File: src/rtl/lpm_pkg.sv
// ---------------------------------------------------------------------------
// lpm_pkg
// Shared constants, command codes and types of the latency percentile
// monitor: ring size, field widths, sorter cell modes and sequencer states.
// ---------------------------------------------------------------------------
package lpm_pkg;

   // ring size and derived widths
   localparam int RING_DEPTH  = 256;
   localparam int CNT_W       = $clog2(RING_DEPTH + 1);
   localparam int SAMPLE_W    = 32;
   localparam int CTR_W       = 64;
   localparam int CMD_W       = 3;
   localparam int COUNT_OUT_W = 9;

   // percentile arithmetic: n*k and j*100 both stay below 2^(CNT_W+7)
   localparam int PCT_W   = CNT_W + 7;
   localparam int PCT_DIV = 100;
   localparam int PCT_K50 = 50;
   localparam int PCT_K95 = 95;
   localparam int PCT_K99 = 99;

   // request commands
   typedef enum logic [CMD_W-1:0] {
      CMD_RECORD,
      CMD_ORDER,
      CMD_TRADE,
      CMD_CANCEL,
      CMD_READ
   } lpm_cmd_type;

   // one sample slot: valid means a nonzero sample is held
   typedef struct packed {
      logic                valid;
      logic [SAMPLE_W-1:0] value;
   } lpm_entry_type;

   // sorter cell operation, broadcast to every cell
   typedef enum logic [1:0] {
      SORT_HOLD,
      SORT_CLEAR,
      SORT_INSERT,
      SORT_SHIFT
   } lpm_sort_mode_type;

   // statistics read sequencer
   typedef enum logic [2:0] {
      ST_IDLE,
      ST_LOAD,
      ST_DRAIN,
      ST_PICK,
      ST_FINISH
   } lpm_state_type;

endpackage

File: src/rtl/lpm_sort_cell.sv
// ---------------------------------------------------------------------------
// lpm_sort_cell
// One cell of the systolic insertion sorter. In insert mode the cell keeps
// the smaller of its held value and the arriving one and hands the larger
// to its right neighbor through its registered pass output. In shift mode the sorted row moves
// one place to the left, so the first cell presents the values in order.
// ---------------------------------------------------------------------------
module lpm_sort_cell import lpm_pkg::*; (
   input  logic              clock,
   input  logic              reset,
   input  lpm_sort_mode_type mode,
   input  lpm_entry_type     entry_in,
   input  lpm_entry_type     right_held,
   output lpm_entry_type     pass_out,
   output lpm_entry_type     held_out
);

   logic                held_valid_ff, held_valid_in;
   logic [SAMPLE_W-1:0] held_ff, held_in;
   logic                pass_valid_ff, pass_valid_in;
   logic [SAMPLE_W-1:0] pass_ff, pass_in;

   // insert, clear or shift
   always_comb begin
      held_valid_in = held_valid_ff;
      held_in       = held_ff;
      pass_valid_in = pass_valid_ff;
      pass_in       = pass_ff;
      case (mode)
         SORT_CLEAR: begin
            held_valid_in = 1'b0;
            pass_valid_in = 1'b0;
         end
         SORT_INSERT: begin
            pass_valid_in = 1'b0;
            if (entry_in.valid) begin
               if (!held_valid_ff || (entry_in.value < held_ff)) begin
                  held_valid_in = 1'b1;
                  held_in       = entry_in.value;
                  pass_valid_in = held_valid_ff;
                  pass_in       = held_ff;
               end else begin
                  pass_valid_in = 1'b1;
                  pass_in       = entry_in.value;
               end
            end
         end
         SORT_SHIFT: begin
            held_valid_in = right_held.valid;
            held_in       = right_held.value;
            pass_valid_in = 1'b0;
         end
         default: begin
         end
      endcase
   end

   always_ff @(posedge clock) begin
      if (reset) begin
         held_valid_ff <= 1'b0;
         pass_valid_ff <= 1'b0;
      end else begin
         held_valid_ff <= held_valid_in;
         pass_valid_ff <= pass_valid_in;
      end
   end

   always_ff @(posedge clock) begin
      held_ff <= held_in;
      pass_ff <= pass_in;
   end

   assign pass_out.valid = pass_valid_ff;
   assign pass_out.value = pass_ff;
   assign held_out.valid = held_valid_ff;
   assign held_out.value = held_ff;

endmodule

File: config.mk
export PLATFORM = sky130hd
export DESIGN_NAME = lpm_sort_cell
export DESIGN_NICKNAME = d
export VERILOG_FILES = /design/src/rtl/lpm_pkg.sv /design/src/rtl/lpm_sort_cell.sv
export SDC_FILE = /design/constraint.sdc
export NUM_CORES = 1
export LEC_CHECK = 0
export BUFFER_PORTS_ARGS = -buffer_cell sky130_fd_sc_hd__buf_4
export CAP_MARGIN = 20
export CORE_MARGIN = 3
export CORE_UTILIZATION = 40
export DETAILED_ROUTE_END_ITERATION = 16
export GPL_TIMING_DRIVEN = 0
export PLACE_DENSITY_LB_ADDON = 0.1
export SLEW_MARGIN = 20
export SYNTH_ARGS = -nofsm -noshare
export SYNTH_HDL_FRONTEND = slang
export SYNTH_SLANG_ARGS = --single-unit
File: constraint.sdc
create_clock -name clock -period 4.2 [get_ports clock]
set_clock_uncertainty 0.15 [all_clocks]
set_input_delay 0.84 -clock clock [delete_from_list [all_inputs] [get_ports clock]]
set_output_delay 0.84 -clock clock [all_outputs]
set_load 0.05 [all_outputs]
==> out/results.md <==
| Metric | This run |
|---|---|
| Number of slew-limit violations in the final report | 0 |
| DRT antenna net count | 0 |
| Cts repair resizes | 0 |
| Routed vias | 2541 |
| Largest net degree at the start of global routing | 33 |
| Post-layout worst setup margin | 0.6336 ns |
| Total number of yosys warnings | 0 |
| Total count of hold-check failures in the final report | 0 |
| Post-detailed-placement half-perimeter wirelength | 6293 um |
| Mean routed wirelength per cell | 15.73 um |
| Clock transition time at the flip-flop clock pins of the worst setup and hold paths | 0.06 ns |
| Top-level I/O count | 136 |
| Total gr overflow | 0 |
| Ranking of synthesized cells by area | edfxtp_1, mux2_4, mux2_2 |
| TritonCTS Buffers | 9 |
| Drt first pass iters | 4 |
| Launch point of the critical path | entry_in[23] |
| Path type of the worst min-delay path | reg2reg |
| Number of port buffers | 135 |
| CTS tree | yes |
| Hold Crit Start | held_valid_ff |
| Most frequent standard cell in the layout excluding fill and tap cells | buf_4 |
| Commonest cells after routing, fill and taps aside | buf_4, edfxtp_1, mux2_2 |
| Number of H-tree levels | 3 |
| Area of the die | 0.01058 mm2 |
| DRC violations left | 0 |
| Arrival time of data at the critical path endpoint | 3.37 ns |
| Top cell type's share of synthesized area | 0.5120 |
| Outcome | finished clean |
| Crit Path Max Fanout | 32 |
| Total Wirelength | 8256 um |
| Kind of launch point of the worst setup path | primary input |
| Number of enable flip-flop cells after synthesis | 64 |
| Initial DRC Count | 38 |
| Combined area of all synthesized cells | 0.003754 mm2 |
| Cell area reported after detailed placement | 0.004930 mm2 |
| Final TNS setup | 0 ns |
| Flip-flop and latch count after synthesis | 66 |
| Share of synthesized area occupied by flip-flops and latches | 0.5227 |
| RD Place Congestion | 0.7447 |
| Ratio of total power to cell area | 332.1 mW/mm2 |
| Synthesis-to-finish area growth | 35.43% |
| Clock Latency Late Sink | 0.34 ns |
| Synth Net Count | 366 |
| Placed cells | 509 |
| Crit. End Element | flip-flop |
| Layout cell share with drive strength beyond 1 | 0.5420 |
| Avg Inst Size Synth | 14.16 um2 |
| Final Net Count | 513 |
| R2r startpoint | held_ff[23] |
| Count of unique library cells instantiated by Yosys | 29 |
| Endpoint of the most critical register-to-register path | held_ff[17] |
| N_diodes | 0 |
| Leakage power total | 0.002347 uW |
| Setup repair after global routing missed its margin | false |
| Peak supply drop | 138.6 uV |
| Antenna violations before repair | 0 |
| Die Wd | 102.9 um |
| Cell count of the worst reg-to-reg path | 9 |
| Final min period | 3.566 ns |
| Transition time at the pin with the least slew margin | 0.9701 ns |
| Global-route wire length before repair | 12320 um |
| Initial Util | 0.4202 |
| Number of violations of the max-capacitance limit | 0 |
| Core area | 0.008934 mm2 |
| Non-Filler Instances | 525 |
| Setup repair bufs after CTS | 0 |
| Average vias per placed instance | 4.840 |
| Setup-failing EPs final | 0 |
| Die Ht | 102.9 um |
| # clock sinks | 66 |
| Final instance area | 0.005084 mm2 |
| Req. time, crit path | 4.00 ns |
| Dominant synthesized flop cell | edfxtp_1 |
| Category of the most critical setup path | in2reg |
| Number of global-route vias before repair | 2494 |
| Number of fillers in the final layout | 790 |
| Number of cell rows | 34 |
| Worst setup path endpoint | held_ff[17] |
| Max transition margin | 0.3533 |
| Final cycle utilization of the critical path | 0.8491 |
| Number of buffers inserted by hold repair at cts | 0 |
| Library cell used as clock root buffer | clkbuf_8 |
| Cell count after synthesis | 265 |
| Register-to-register setup slack | 0.85 ns |
| Number of buffers on the longest clock path | 2 |
| WHS | 0.4294 ns |
| Post-synth ARST share | 0 |
| Overall Global Routing Usage | 0.1552 |
| Cell accounting for the most synthesized area | edfxtp_1 |
| Max Clock Freq | 280.4 MHz |
| Worst setup timing slack at the placement stage | 0.1833 ns |
-- metal layers --
metal,routed length (um),vias to the layer above,track usage,part of all wire
met5,0,-,0,0
met4,104,0,0.05976,0.013
met3,614,10,0.04263,0.074
met2,4086,88,0.2627,0.49
met1,3450,1181,0.1886,0.42
li1,-,1262,-,-
-- power by group --
part | internal (uW) | switching [uW]
Clock | 210 | 239
Sequential | 774 | 22.5
Combinational | 193 | 249
-- Yosys cell counts, types with 2 or more instances --
cell / n
a21o_1: 2
a21oi_1: 15
a21oi_2: 2
buf_12: 3
buf_4: 2
clkbuf_1: 2
dfxtp_1: 2
edfxtp_1: 64
ha_1: 31
inv_1: 32
mux2_2: 35
mux2_4: 29
nand2_1: 14
nor2_1: 9
o21ai_0: 5
o21ai_1: 5
-- registers in the layout, indices dropped and copies added, names as in the netlist --
signal,cells
pass_ff,32
pass_valid_ff,1
held_valid_ff,1
held_ff,32
-- worst min-delay path by stage --
stage                               end  slack [ns]  cells after the start
after global routing      pass_valid_ff        0.44                      2
after CTS                 pass_valid_ff        0.42                      2
after global placement    pass_valid_ff        0.39                      2
after detailed placement  pass_valid_ff        0.40                      2
final                     pass_valid_ff        0.43                      2
after floorplan           pass_valid_ff        0.36                      2
-- worst max-delay path: stages --
cell      delay [ns]
buf_4           0.12
ha_1            0.30
a21oi_1         0.17
o21ai_0         0.13
a211oi_2        0.24
o22ai_2         0.12
a41oi_4         0.41
buf_12          0.21
a31o_2          0.80
-- logic make-up (layout without fill, tap and decap cells) --
logic type                 count (synthesis)  count (layout)  share of synthesized area
AOI/OAI and AO/OA                         35              35                    0.06200
adders and majority gates                 31              31                     0.1033
buffers and inverters                     40             192                    0.05500
DFF                                       66              66                     0.5227
muxes                                     64              64                     0.2210
and+or+nand+nor                           29              29                    0.03600
-- per-stage QoR --
stage / total power [uW] / utilization
after floorplan: 1103 / -
after detailed placement: 1260 / 0.5518
after global routing: 1776 / 0.5690
after global placement: 1252 / 0.5487
after CTS: 1714 / 0.5690
final: 1688 / 0.5690
-- final cells by class --
class,instances,area [um2],area share
clock buffers,12,135.1,0.02658
repair buffers,136,1033,0.2033
flip-flops and latches,66,1962,0.3859
multi-input cells,159,1593,0.3133
well taps,108,135.1,0.02658
clock inverters,4,18.77,0.003692
plain buffers,8,86.33,0.01698
inverters,32,120.1,0.02363
No activity file was read; power rests on OpenSTA's default activity.
