`src/rtl/lpm_pkg.sv`:
```
// ---------------------------------------------------------------------------
// lpm_pkg
// Shared constants, command codes and types of the latency percentile
// monitor: ring size, field widths, sorter cell modes and sequencer states.
// ---------------------------------------------------------------------------
package lpm_pkg;

   // ring size and derived widths
   localparam int RING_DEPTH  = 256;
   localparam int CNT_W       = $clog2(RING_DEPTH + 1);
   localparam int SAMPLE_W    = 32;
   localparam int CTR_W       = 64;
   localparam int CMD_W       = 3;
   localparam int COUNT_OUT_W = 9;

   // percentile arithmetic: n*k and j*100 both stay below 2^(CNT_W+7)
   localparam int PCT_W   = CNT_W + 7;
   localparam int PCT_DIV = 100;
   localparam int PCT_K50 = 50;
   localparam int PCT_K95 = 95;
   localparam int PCT_K99 = 99;

   // request commands
   typedef enum logic [CMD_W-1:0] {
      CMD_RECORD,
      CMD_ORDER,
      CMD_TRADE,
      CMD_CANCEL,
      CMD_READ
   } lpm_cmd_type;

   // one sample slot: valid means a nonzero sample is held
   typedef struct packed {
      logic                valid;
      logic [SAMPLE_W-1:0] value;
   } lpm_entry_type;

   // sorter cell operation, broadcast to every cell
   typedef enum logic [1:0] {
      SORT_HOLD,
      SORT_CLEAR,
      SORT_INSERT,
      SORT_SHIFT
   } lpm_sort_mode_type;

   // statistics read sequencer
   typedef enum logic [2:0] {
      ST_IDLE,
      ST_LOAD,
      ST_DRAIN,
      ST_PICK,
      ST_FINISH
   } lpm_state_type;

endpackage

```
`src/rtl/lpm_ring_cell.sv`:
```
// ---------------------------------------------------------------------------
// lpm_ring_cell
// One stage of the sample ring. The ring is a shift line: a new sample
// enters the first stage and the oldest falls off the last one. During a
// statistics read the line is rotated once through its full length.
// ---------------------------------------------------------------------------
module lpm_ring_cell import lpm_pkg::*; (
   input  logic          clock,
   input  logic          reset,
   input  logic          shift_en,
   input  lpm_entry_type entry_in,
   output lpm_entry_type entry_out
);

   logic                valid_ff, valid_in;
   logic [SAMPLE_W-1:0] sample_ff, sample_in;

   // take the neighbor's entry on a shift
   always_comb begin
      valid_in  = valid_ff;
      sample_in = sample_ff;
      if (shift_en) begin
         valid_in  = entry_in.valid;
         sample_in = entry_in.value;
      end
   end

   always_ff @(posedge clock) begin
      if (reset) begin
         valid_ff <= 1'b0;
      end else begin
         valid_ff <= valid_in;
      end
   end

   always_ff @(posedge clock) begin
      sample_ff <= sample_in;
   end

   assign entry_out.valid = valid_ff;
   assign entry_out.value = sample_ff;

endmodule

```
`config.mk`:
```
export PLATFORM = sky130hd
export DESIGN_NAME = lpm_ring_cell
export DESIGN_NICKNAME = d
export VERILOG_FILES = /design/src/rtl/lpm_pkg.sv /design/src/rtl/lpm_ring_cell.sv
export SDC_FILE = /design/constraint.sdc
export NUM_CORES = 1
export LEC_CHECK = 0
export ABC_AREA = 1
export BUFFER_PORTS_ARGS = -buffer_cell sky130_fd_sc_hd__buf_4
export CAP_MARGIN = 20
export CORE_UTILIZATION = 39
export CTS_BUF_LIST = sky130_fd_sc_hd__clkbuf_4 sky130_fd_sc_hd__clkbuf_8 sky130_fd_sc_hd__clkbuf_16
export DETAILED_ROUTE_END_ITERATION = 8
export GPL_ROUTABILITY_DRIVEN = 1
export PLACE_DENSITY = 0.76
export SYNTH_ARGS = -nofsm -noshare
export SYNTH_HDL_FRONTEND = slang
export SYNTH_SLANG_ARGS = --single-unit
```
`constraint.sdc`:
```
create_clock -name clock -period 0.8 [get_ports clock]
set_input_delay 0.08 -clock clock [delete_from_list [all_inputs] [get_ports clock]]
set_output_delay 0.08 -clock clock [all_outputs]
set_load 0.05 [all_outputs]
```
==> flow_summary_export.csv, run 1 <==
group,metric,value,unit
global_route,grt_overflow,0,
clock_network,cts_tree,"yes",
hold_path,hold_path_class,"primary input to flip-flop",
floorplanning,num_rows,18,
cells_and_area,most-common-layout-cells,"buf_4 (35), dlygate4sd3_1 (33), buf_6 (32), edfxtp_1 (32), clkbuf_4 (6)",
timing,setup_ws,-233,ps
power,p_leak,0.903,nW
floorplanning,ioPinCount,69,
placed_design,place.gp.congestion,0.639,
synth,synth_seq_cells,33,
floorplanning,die_w,53.0,µm
critical_path,slowest_stage,"edfxtp_1",
floorplanning,initial_core_util,41.3,%
cells_and_area,final_common_cell,"buf_4",
global_route,met1_usage,26.6,%
timing,slew_viol_final,0,
floorplanning,coreArea,2450,µm²
timing,setup_viol,33,
clock_network,cts.reportedPaths.clkPinSlew,120,ps
global_route,grt_max_degree,19,
synth,syn-num-nets,76,
floorplanning,die_height,53.0,µm
synth,synth.distinct_cells,7,
outcome,violations,"negative setup slack",
synth,yosys_warnings,0,
route,drc,0,
cells_and_area,synthToLayoutAreaGrowth,108,%
clock_network,cts_root_buf,"clkbuf_4",
clock_network,cts-buffers-inserted,5,
critical_path,path_cells,"buf_6",
critical_path,startpoint_type,"flip-flop",
cells_and_area,fillerInstances,103,
critical_path,worst-path-buf-inv,1,
timing,skew,0,ps
power,ir_worst_vdd,1.51,mV
route,via_per_inst,4.36,
cells_and_area,final_core_util,86.0,%
global_route,groute.usage.overall,23.6,%
global_route,met3_usage,10.9,%
timing,worst_pin_slew,142,ps
route,drt-wirelength-per-cell,15.8,µm
synth,synth_seq_area_share,96.8,%
route,drt-pass1-iter-count,4,
timing,hold_violations,0,
floorplanning,design.die.area,2810,µm²
outcome,status,"finished, violations left",
clock_network,cts_max_level,2,
power,total_power,4.13,mW
critical_path,path_max_fanout,1,
global_route,grt_antenna_before_repair,0,
timing,min_period_over_period,129,%
clock_network,clk_latency,340,ps
cells_and_area,layout-drive-gt1-share,53.3,%
timing,rsz0062_at_grt,"true",
critical_path,arrival,950,ps
route,wirelength,2860,µm
timing,slew_headroom,90.5,%
power,power_density,1960,nW/µm²
timing,post-route-min-period,1030,ps
critical_path,cp_top_family,"flip-flops",
timing,fin_tns_setup,-5850,ps
global_route,grt_pass1_wl,4240,µm
route,vias,790,
critical_path,cp-end-kind,"output pin",
clock_network,cts.sink_count,33,
synth,synthCells,40,
critical_path,critical-path-max-stage-delay,430,ps
clock_network,cts_buffer_depth,2,
global_route,grt_pass1_vias,836,
global_route,use_met2,38.2,%
job,maxCapViolations,0,
cells_and_area,fin_nets,185,
timing,max_freq,968,MHz
route,drt_iter0_drc,8,
synth,syn_avg_cell_area,25.3,µm²
timing,hold_ws,91.7,ps
global_route,grt_busiest_layer,"met2",
critical_path,crit_type,"flip-flop to output pin",
placed_design,io_buffers,68,
synth,netlist_area,1010,µm²
critical_path,worstPathRequired,720,ps
route,antenna_left,0,
-- Yosys cell counts (all sizes together) --
cell	instances	area share [%]
nor2	2	0.99
dfxtp	1	2.0
buf	1	0.74
inv	2	0.74
nand2	2	0.74
edfxtp	32	95
-- worst paths after layout --
kind,startpoint,endpoint,slack (ps),depth (start not counted)
max,sample_ff[31],entry_out[31],-230,1
min,entry_in[32],valid_ff,90,5
max reg2reg,valid_ff,valid_ff,140,2
min reg2reg,valid_ff,valid_ff,590,2
-- registers in the layout, summed over array words and instances (netlist names) --
| name | count |
|---|---|
| valid_ff | 1 |
| sample_ff | 32 |
-- routing by layer --
layer	part of all wire [%]	vias up
met1	38	363
met5	0	-
met4	1.9	0
met2	50	50
li1	-	370
met3	10	7
-- stage by stage --
stage / setup slack [ps] / instance area (µm²) / cells
after detailed placement: 153 / 1590 / 139
after floorplan: 119 / 1010 / 40
after CTS: -199 / 2100 / 180
after global routing: -267 / 2110 / 180
final: -233 / 2110 / 181
after global placement: 157 / 1590 / 139
-- cell type report --
cell class	instances	area (µm²)	share of cell area [%]
Inverter	2	7.51	0.356
Sequential cell	33	982	46.5
Timing Repair Buffer	103	1010	47.8
Antenna cell	1	2.50	0.119
Clock inverter	2	10.0	0.474
Multi-Input combinational cell	4	17.5	0.830
Clock buffer	6	45.0	2.13
Tap cell	30	37.5	1.78
-- tightest hold or removal path, stage by stage --
cell and delay, ps:
buf_4 110, inv_1 50, nand2_1 50, nand2_1 80
nor2_2 40
-- power breakdown --
part	switching, mW	leakage, nW	internal, mW	total (mW)
clock network	0.548	0.0354	0.368	0.916
logic	0.619	0.546	0.479	1.10
registers	0.0711	0.322	2.05	2.12
total	1.24	0.903	2.90	4.13
-- cells by family after synthesis --
| family | after synthesis | synth area share (%) |
|---|---|---|
| and+or+nand+nor | 4 | 1.73 |
| DFF | 33 | 96.8 |
| buffers and inverters | 3 | 1.48 |
-- timing repair --
action,CTS,global route
endpoints found under the setup margin,33,33
gates resized for setup,34,1
hold buffers,33,0
buffers inserted,0,0
endpoints found under the hold margin,33,0
Note: power is estimated with default switching activity, not from simulation.
==> run 2, diff against run 1 <==
==> constraint.sdc (replaced) <==
create_clock -name clock -period 0.8 [get_ports clock]
set_input_delay 0.08 -clock clock [delete_from_list [all_inputs] [get_ports clock]]
set_output_delay 0.08 -clock clock [all_outputs]
set_load 0.005 [all_outputs]
==> run 2 against run 1 <==
Against the previous run: the run still ends with negative setup slack left; largest power group unchanged; critical path depth unchanged; total power down 15%; highest routed layer unchanged; global-route usage down 0.97 points; final cell count down 0.55%; die area unchanged; worst setup slack better by 56 ps; critical endpoint is now entry_out[4]; clock power down 7.9%; largest cell class is now sequential cells.
==> flow_summary_export.csv, run 2 (synthesis results as in run 1) <==
group,metric,value,unit
outcome,status,"finished, violations left",
outcome,violations,"negative setup slack",
power,switching_share,21.3,%
floorplanning,ioPinCount,69,
clock_network,clk_latency,330,ps
cells_and_area,synthToLayoutAreaGrowth,99.4,%
power,ir_worst_vdd,2.17,mV
placed_design,dp_slack,147,ps
floorplanning,num_rows,18,
cells_and_area,fin_nets,185,
route,drt_iter0_drc,19,
cells_and_area,regMostFlops,"sample_ff",
global_route,grt_pass1_wl,4010,µm
floorplanning,die_w,53.0,µm
hold_path,min_from,"entry_in[32]",
floorplanning,initial_core_util,41.3,%
power,p_sw,0.749,mW
hold_path,whs_path_depth,5,
power,power_density,1740,nW/µm²
timing,max_freq,1020,MHz
timing,post-route-min-period,977,ps
cells_and_area,reg_top3,"sample_ff: 32 flops, valid_ff: 1 flops",
power,p_clk_share,24.0,%
floorplanning,coreArea,2450,µm²
clock_network,cts_buffer_depth,2,
clock_network,cts_max_level,2,
critical_path,cp.depth,1,
route,antenna_left,0,
critical_path,rr_worst_depth,2,
critical_path,worstPathRequired,720,ps
clock_network,cts_tree,"yes",
job,maxCapViolations,0,
cells_and_area,final_common_cell,"buf_4",
route,via_per_inst,4.30,
timing,hold_violations,0,
floorplanning,die_height,53.0,µm
timing,min_period_over_period,122,%
route,drt-wirelength-per-cell,15.3,µm
critical_path,arrival,900,ps
critical_path,crit_type,"flip-flop to output pin",
clock_network,cts.reportedPaths.clkPinSlew,100,ps
critical_path,worstSetupStartpoint,"sample_ff[4]",
critical_path,path_cells,"buf_6",
timing,skew,0,ps
placed_design,dp.cells,139,
route,wirelength,2760,µm
timing,setup_ws,-177,ps
power,p_leak,0.870,nW
critical_path,path_max_fanout,1,
global_route,grt_overflow,0,
global_route,groute.usage.overall,22.7,%
critical_path,startpoint_type,"flip-flop",
clock_network,cts_root_buf,"clkbuf_4",
cells_and_area,fillerInstances,120,
power,seqPwrFrac,59.6,%
timing,slew_headroom,90.0,%
cells_and_area,most-common-layout-cells,"buf_4 (56), dlygate4sd3_1 (33), edfxtp_1 (32)",
cells_and_area,instances_no_fill,180,
route,vias,774,
route,drt-pass1-iter-count,4,
global_route,grt_pass1_vias,838,
placed_design,dp_hpwl,1440,µm
power,power_frac_comb,16.5,%
critical_path,worst-path-buf-inv,1,
global_route,grt_max_degree,19,
critical_path,critical-path-max-stage-delay,430,ps
critical_path,cp-end-kind,"output pin",
cells_and_area,largest_reg_flops,32,
placed_design,io_buffers,68,
route,drc,0,
cells_and_area,n_antenna_cell,0,
floorplanning,design.die.area,2810,µm²
timing,worst_pin_slew,150,ps
clock_network,cts_setup_buffers,0,
timing,slew_viol_final,0,
clock_network,cts.sink_count,33,
timing,rsz0062_at_grt,"true",
critical_path,slowest_stage,"edfxtp_1",
clock_network,cts-buffers-inserted,5,
power,p_int,2.77,mW
global_route,grt_antenna_before_repair,0,
placed_design,place.gp.congestion,0.640,
critical_path,cp_top_family,"flip-flops",
critical_path,r2r-start,"valid_ff",
hold_path,hold_path_class,"primary input to flip-flop",
cells_and_area,layout-drive-gt1-share,52.0,%
timing,setup_viol,33,
## run 2: cell types whose count changed in the layout (fill, tap and decap cells not counted), sizes merged
cell / before / now
clkbuf: 6 / 5
clkinv: 2 / 3
diode: 1 / 0
## run 2: repair_timing
action | 4_1_cts | 5_1_grt
resized for setup | 4 | 9
hold buffers | 33 | 0
cloned | 0 | 0
setup endpoints to repair | 33 | 33
endpoints found under the hold margin | 33 | 0
## run 2: final cells by class
class	count	area (µm²)	area share (%)
clock buffer	5	37.5	1.86
clock inverter	3	12.5	0.619
inverter	2	7.51	0.372
multi-input combinational	4	17.5	0.867
sequential	33	982	48.6
tap	30	37.5	1.86
timing repair buffer	103	926	45.8
## run 2: metal layers
metal  up-vias  track usage, %  part of all wire (%)
met2        52            37.8                    52
met4         0            10.5                   2.9
li1        369               -                     -
met3        10            12.4                    11
met1       343            22.9                    34
met5         -               0                     0
## run 2: through the flow
step | instance area, µm² | power, mW | hold WS [ps] | TNS [ps] | utilization, %
after global placement | 1590 | 2.51 | 258 | 0 | 64.9
after detailed placement | 1590 | 2.53 | 259 | 0 | 64.9
after CTS | 1990 | 3.48 | 56.3 | -4390 | 80.9
after floorplan | 1010 | 2.15 | 179 | 0 | -
after global routing | 2020 | 3.69 | 98.7 | -5990 | 82.3
final | 2020 | 3.52 | 112 | -4250 | 82.3
## run 2: path summary, 6_finish.rpt
path,to,slack (ps)
worst max-delay path,entry_out[4],-180
worst min-delay path,valid_ff,110
worst max register to register,valid_ff,160
worst min register to register,valid_ff,530
## run 2: power groups by stage
stage / Clock (mW) / Combinational [mW] / Sequential [mW]
global route: 0.960 / 0.618 / 2.11
CTS: 0.850 / 0.546 / 2.08
floorplan: 0 / 0.0137 / 2.14
detailed placement: 0 / 0.412 / 2.12
global placement: 0 / 0.399 / 2.12
finish: 0.844 / 0.580 / 2.10
==> run 3, diff against run 2 <==
- ABC_AREA: 1 -> default
==> run 3 against run 2 <==
Against the previous run: the run still ends with negative setup slack left; critical path depth is the same; maximum frequency shrank 0.16%; sequential share of layout area shrank 0.42 points; via count grew 0.39%; sequential cell count is the same; combinational power is essentially flat; critical endpoint is now entry_out[22].
==> flow_summary_export.csv, run 3 <==
group,metric,value,unit
global_route,met1_usage,24.7,%
global_route,use_met2,36.5,%
synth,synth_top_area_share,95.9,%
hold_path,hold_path_class,"primary input to flip-flop",
global_route,grt_max_degree,13,
global_route,met3_usage,7.54,%
critical_path,worst-path-buf-inv,1,
floorplanning,die_height,52.7,µm
global_route,grt_pass1_vias,807,
route,drt-wirelength-per-cell,15.6,µm
cells_and_area,synthToLayoutAreaGrowth,103,%
timing,worst_pin_slew,129,ps
route,via_per_inst,4.39,
synth,yosys_warnings,0,
synth,synthCells,36,
hold_path,hold_end,"valid_ff",
floorplanning,initial_core_util,40.8,%
cells_and_area,largest_reg_flops,32,
clock_network,cts_tree,"yes",
cells_and_area,instances_no_fill,177,
floorplanning,design.die.area,2780,µm²
placed_design,dp_slack,92.2,ps
synth,synth_common_cells,"edfxtp_1 (32), buf_4 (1), dfxtp_1 (1), mux2i_1 (1), nor2_1 (1)",
placed_design,io_buffers,68,
synth,synth_edf_count,32,
timing,max_freq,1020,MHz
synth,synth_seq_area_share,97.9,%
synth,synth_area_leaders,"edfxtp_1 (96%), dfxtp_1 (2.0%), mux2i_1 (1.0%)",
route,drt_iter0_drc,22,
global_route,grt_antenna_before_repair,0,
clock_network,cts_buffer_depth,2,
synth,synth.distinct_cells,5,
clock_network,clk_latency,310,ps
clock_network,cts.reportedPaths.clkPinSlew,100,ps
clock_network,cts_max_level,2,
critical_path,crit_type,"flip-flop to output pin",
critical_path,rr_endpoint,"valid_ff",
cells_and_area,reg_top3,"sample_ff: 32 flops, valid_ff: 1 flops",
timing,setup_ws,-178,ps
global_route,groute.usage.overall,21.5,%
cells_and_area,fin_nets,182,
critical_path,r2r_slack,160,ps
cells_and_area,final_common_cell,"buf_4",
clock_network,cts.sink_count,33,
critical_path,startpoint_type,"flip-flop",
cells_and_area,n_antenna_cell,0,
power,ir_worst_vdd,1.86,mV
global_route,grt_overflow,0,
timing,skew,0,ps
placed_design,dp.cells,136,
timing,hold_violations,0,
timing,hold_ws,57.6,ps
timing,min_period_over_period,122,%
cells_and_area,regMostFlops,"sample_ff",
synth,synth_seq_cells,33,
synth,synth_most_common_cell,"edfxtp_1",
placed_design,place.gp.congestion,0.623,
critical_path,cp-end-kind,"output pin",
timing,post-route-min-period,978,ps
timing,setup_viol,33,
critical_path,worstPathRequired,720,ps
critical_path,path_max_fanout,1,
floorplanning,coreArea,2450,µm²
critical_path,critical-path-max-stage-delay,440,ps
critical_path,r2r-start,"valid_ff",
floorplanning,ioPinCount,69,
synth,synthArstFlopShare,0,%
outcome,violations,"negative setup slack",
hold_path,whs_path_depth,3,
power,p_leak,0.874,nW
clock_network,cts-buffers-inserted,5,
synth,netlist_area,1000,µm²
job,maxCapViolations,0,
route,drt-pass1-iter-count,4,
clock_network,cts_root_buf,"clkbuf_4",
critical_path,cp_top_family,"flip-flops",
route,vias,777,
clock_network,cts_setup_buffers,0,
critical_path,path_cells,"buf_6",
global_route,grt_busiest_layer,"met2",
cells_and_area,most-common-layout-cells,"buf_4 (58), dlygate4sd3_1 (33), edfxtp_1 (32)",
critical_path,slowest_stage,"edfxtp_1",
global_route,grt_pass1_wl,3870,µm
placed_design,dp_hpwl,1360,µm
cells_and_area,layout-drive-gt1-share,54.4,%
timing,rsz0062_at_grt,"true",
outcome,status,"finished, violations left",
synth,yosysTopAreaCell,"edfxtp_1",
route,wirelength,2760,µm
cells_and_area,final_core_util,83.0,%
timing,slew_viol_final,0,
floorplanning,num_rows,18,
synth,syn_avg_cell_area,27.8,µm²
critical_path,rr_worst_depth,2,
route,drc,0,
timing,slew_headroom,91.2,%
hold_path,min_from,"entry_in[32]",
critical_path,arrival,900,ps
route,antenna_left,0,
synth,synth_ff_type,"edfxtp_1",
floorplanning,die_w,52.7,µm
synth,syn-num-nets,72,
power,power_density,1820,nW/µm²
==> run 3: layout make-up <==
type	count	area [µm²]
multi-input combinational	2	13.8
sequential	33	982
tap	30	37.5
timing repair buffer	104	938
clock buffer	8	66.3
fill	124	417
==> run 3: how the worst max path moves through the flow <==
stage	slack [ps]	start	to	cells past startpoint
after global routing	-210	sample_ff[22]	entry_out[22]	1
after CTS	-160	sample_ff[12]	entry_out[12]	1
after floorplan	250	valid_ff	valid_ff	2
after detailed placement	90	shift_en	valid_ff	4
after global placement	120	shift_en	valid_ff	4
final	-180	sample_ff[22]	entry_out[22]	1
==> run 3: power breakdown <==
part,switching (mW),internal [mW]
sequential,0.0520,2.04
clock,0.528,0.502
combinational,0.166,0.413
total,0.746,2.96
==> run 3: through the flow <==
stage / total power, mW / TNS [ps] / area (µm²)
2_1_floorplan: 2.15 / 0 / 1000
3_3_place_gp: 2.52 / 0 / 1600
3_5_place_dp: 2.53 / 0 / 1600
4_1_cts: 3.63 / -3760 / 2010
5_1_grt: 3.85 / -5470 / 2040
6_report: 3.71 / -3920 / 2040
==> run 3: timing repair <==
action | in CTS | in global routing
hold endpoints to repair | 33 | 0
gates cloned | 0 | 0
hold buffers | 33 | 0
gates resized for setup | 3 | 8
setup endpoints to repair | 33 | 33
pin swaps | 0 | 0
==> run 3: routing by layer <==
layer / share of wire (%) / vias to the layer above / wire, µm
li1: - / 361 / -
met1: 38 / 366 / 1060
met3: 7.3 / 2 / 202
met4: 0.36 / 0 / 10
met2: 54 / 48 / 1490
met5: 0 / - / 0
==> run 3: cell families after synthesis <==
| family | synth area share [%] |
|---|---|
| DFF | 97.9 |
| muxes | 0.999 |
| and+or+nand+nor | 0.374 |
| buffers and inverters | 0.749 |
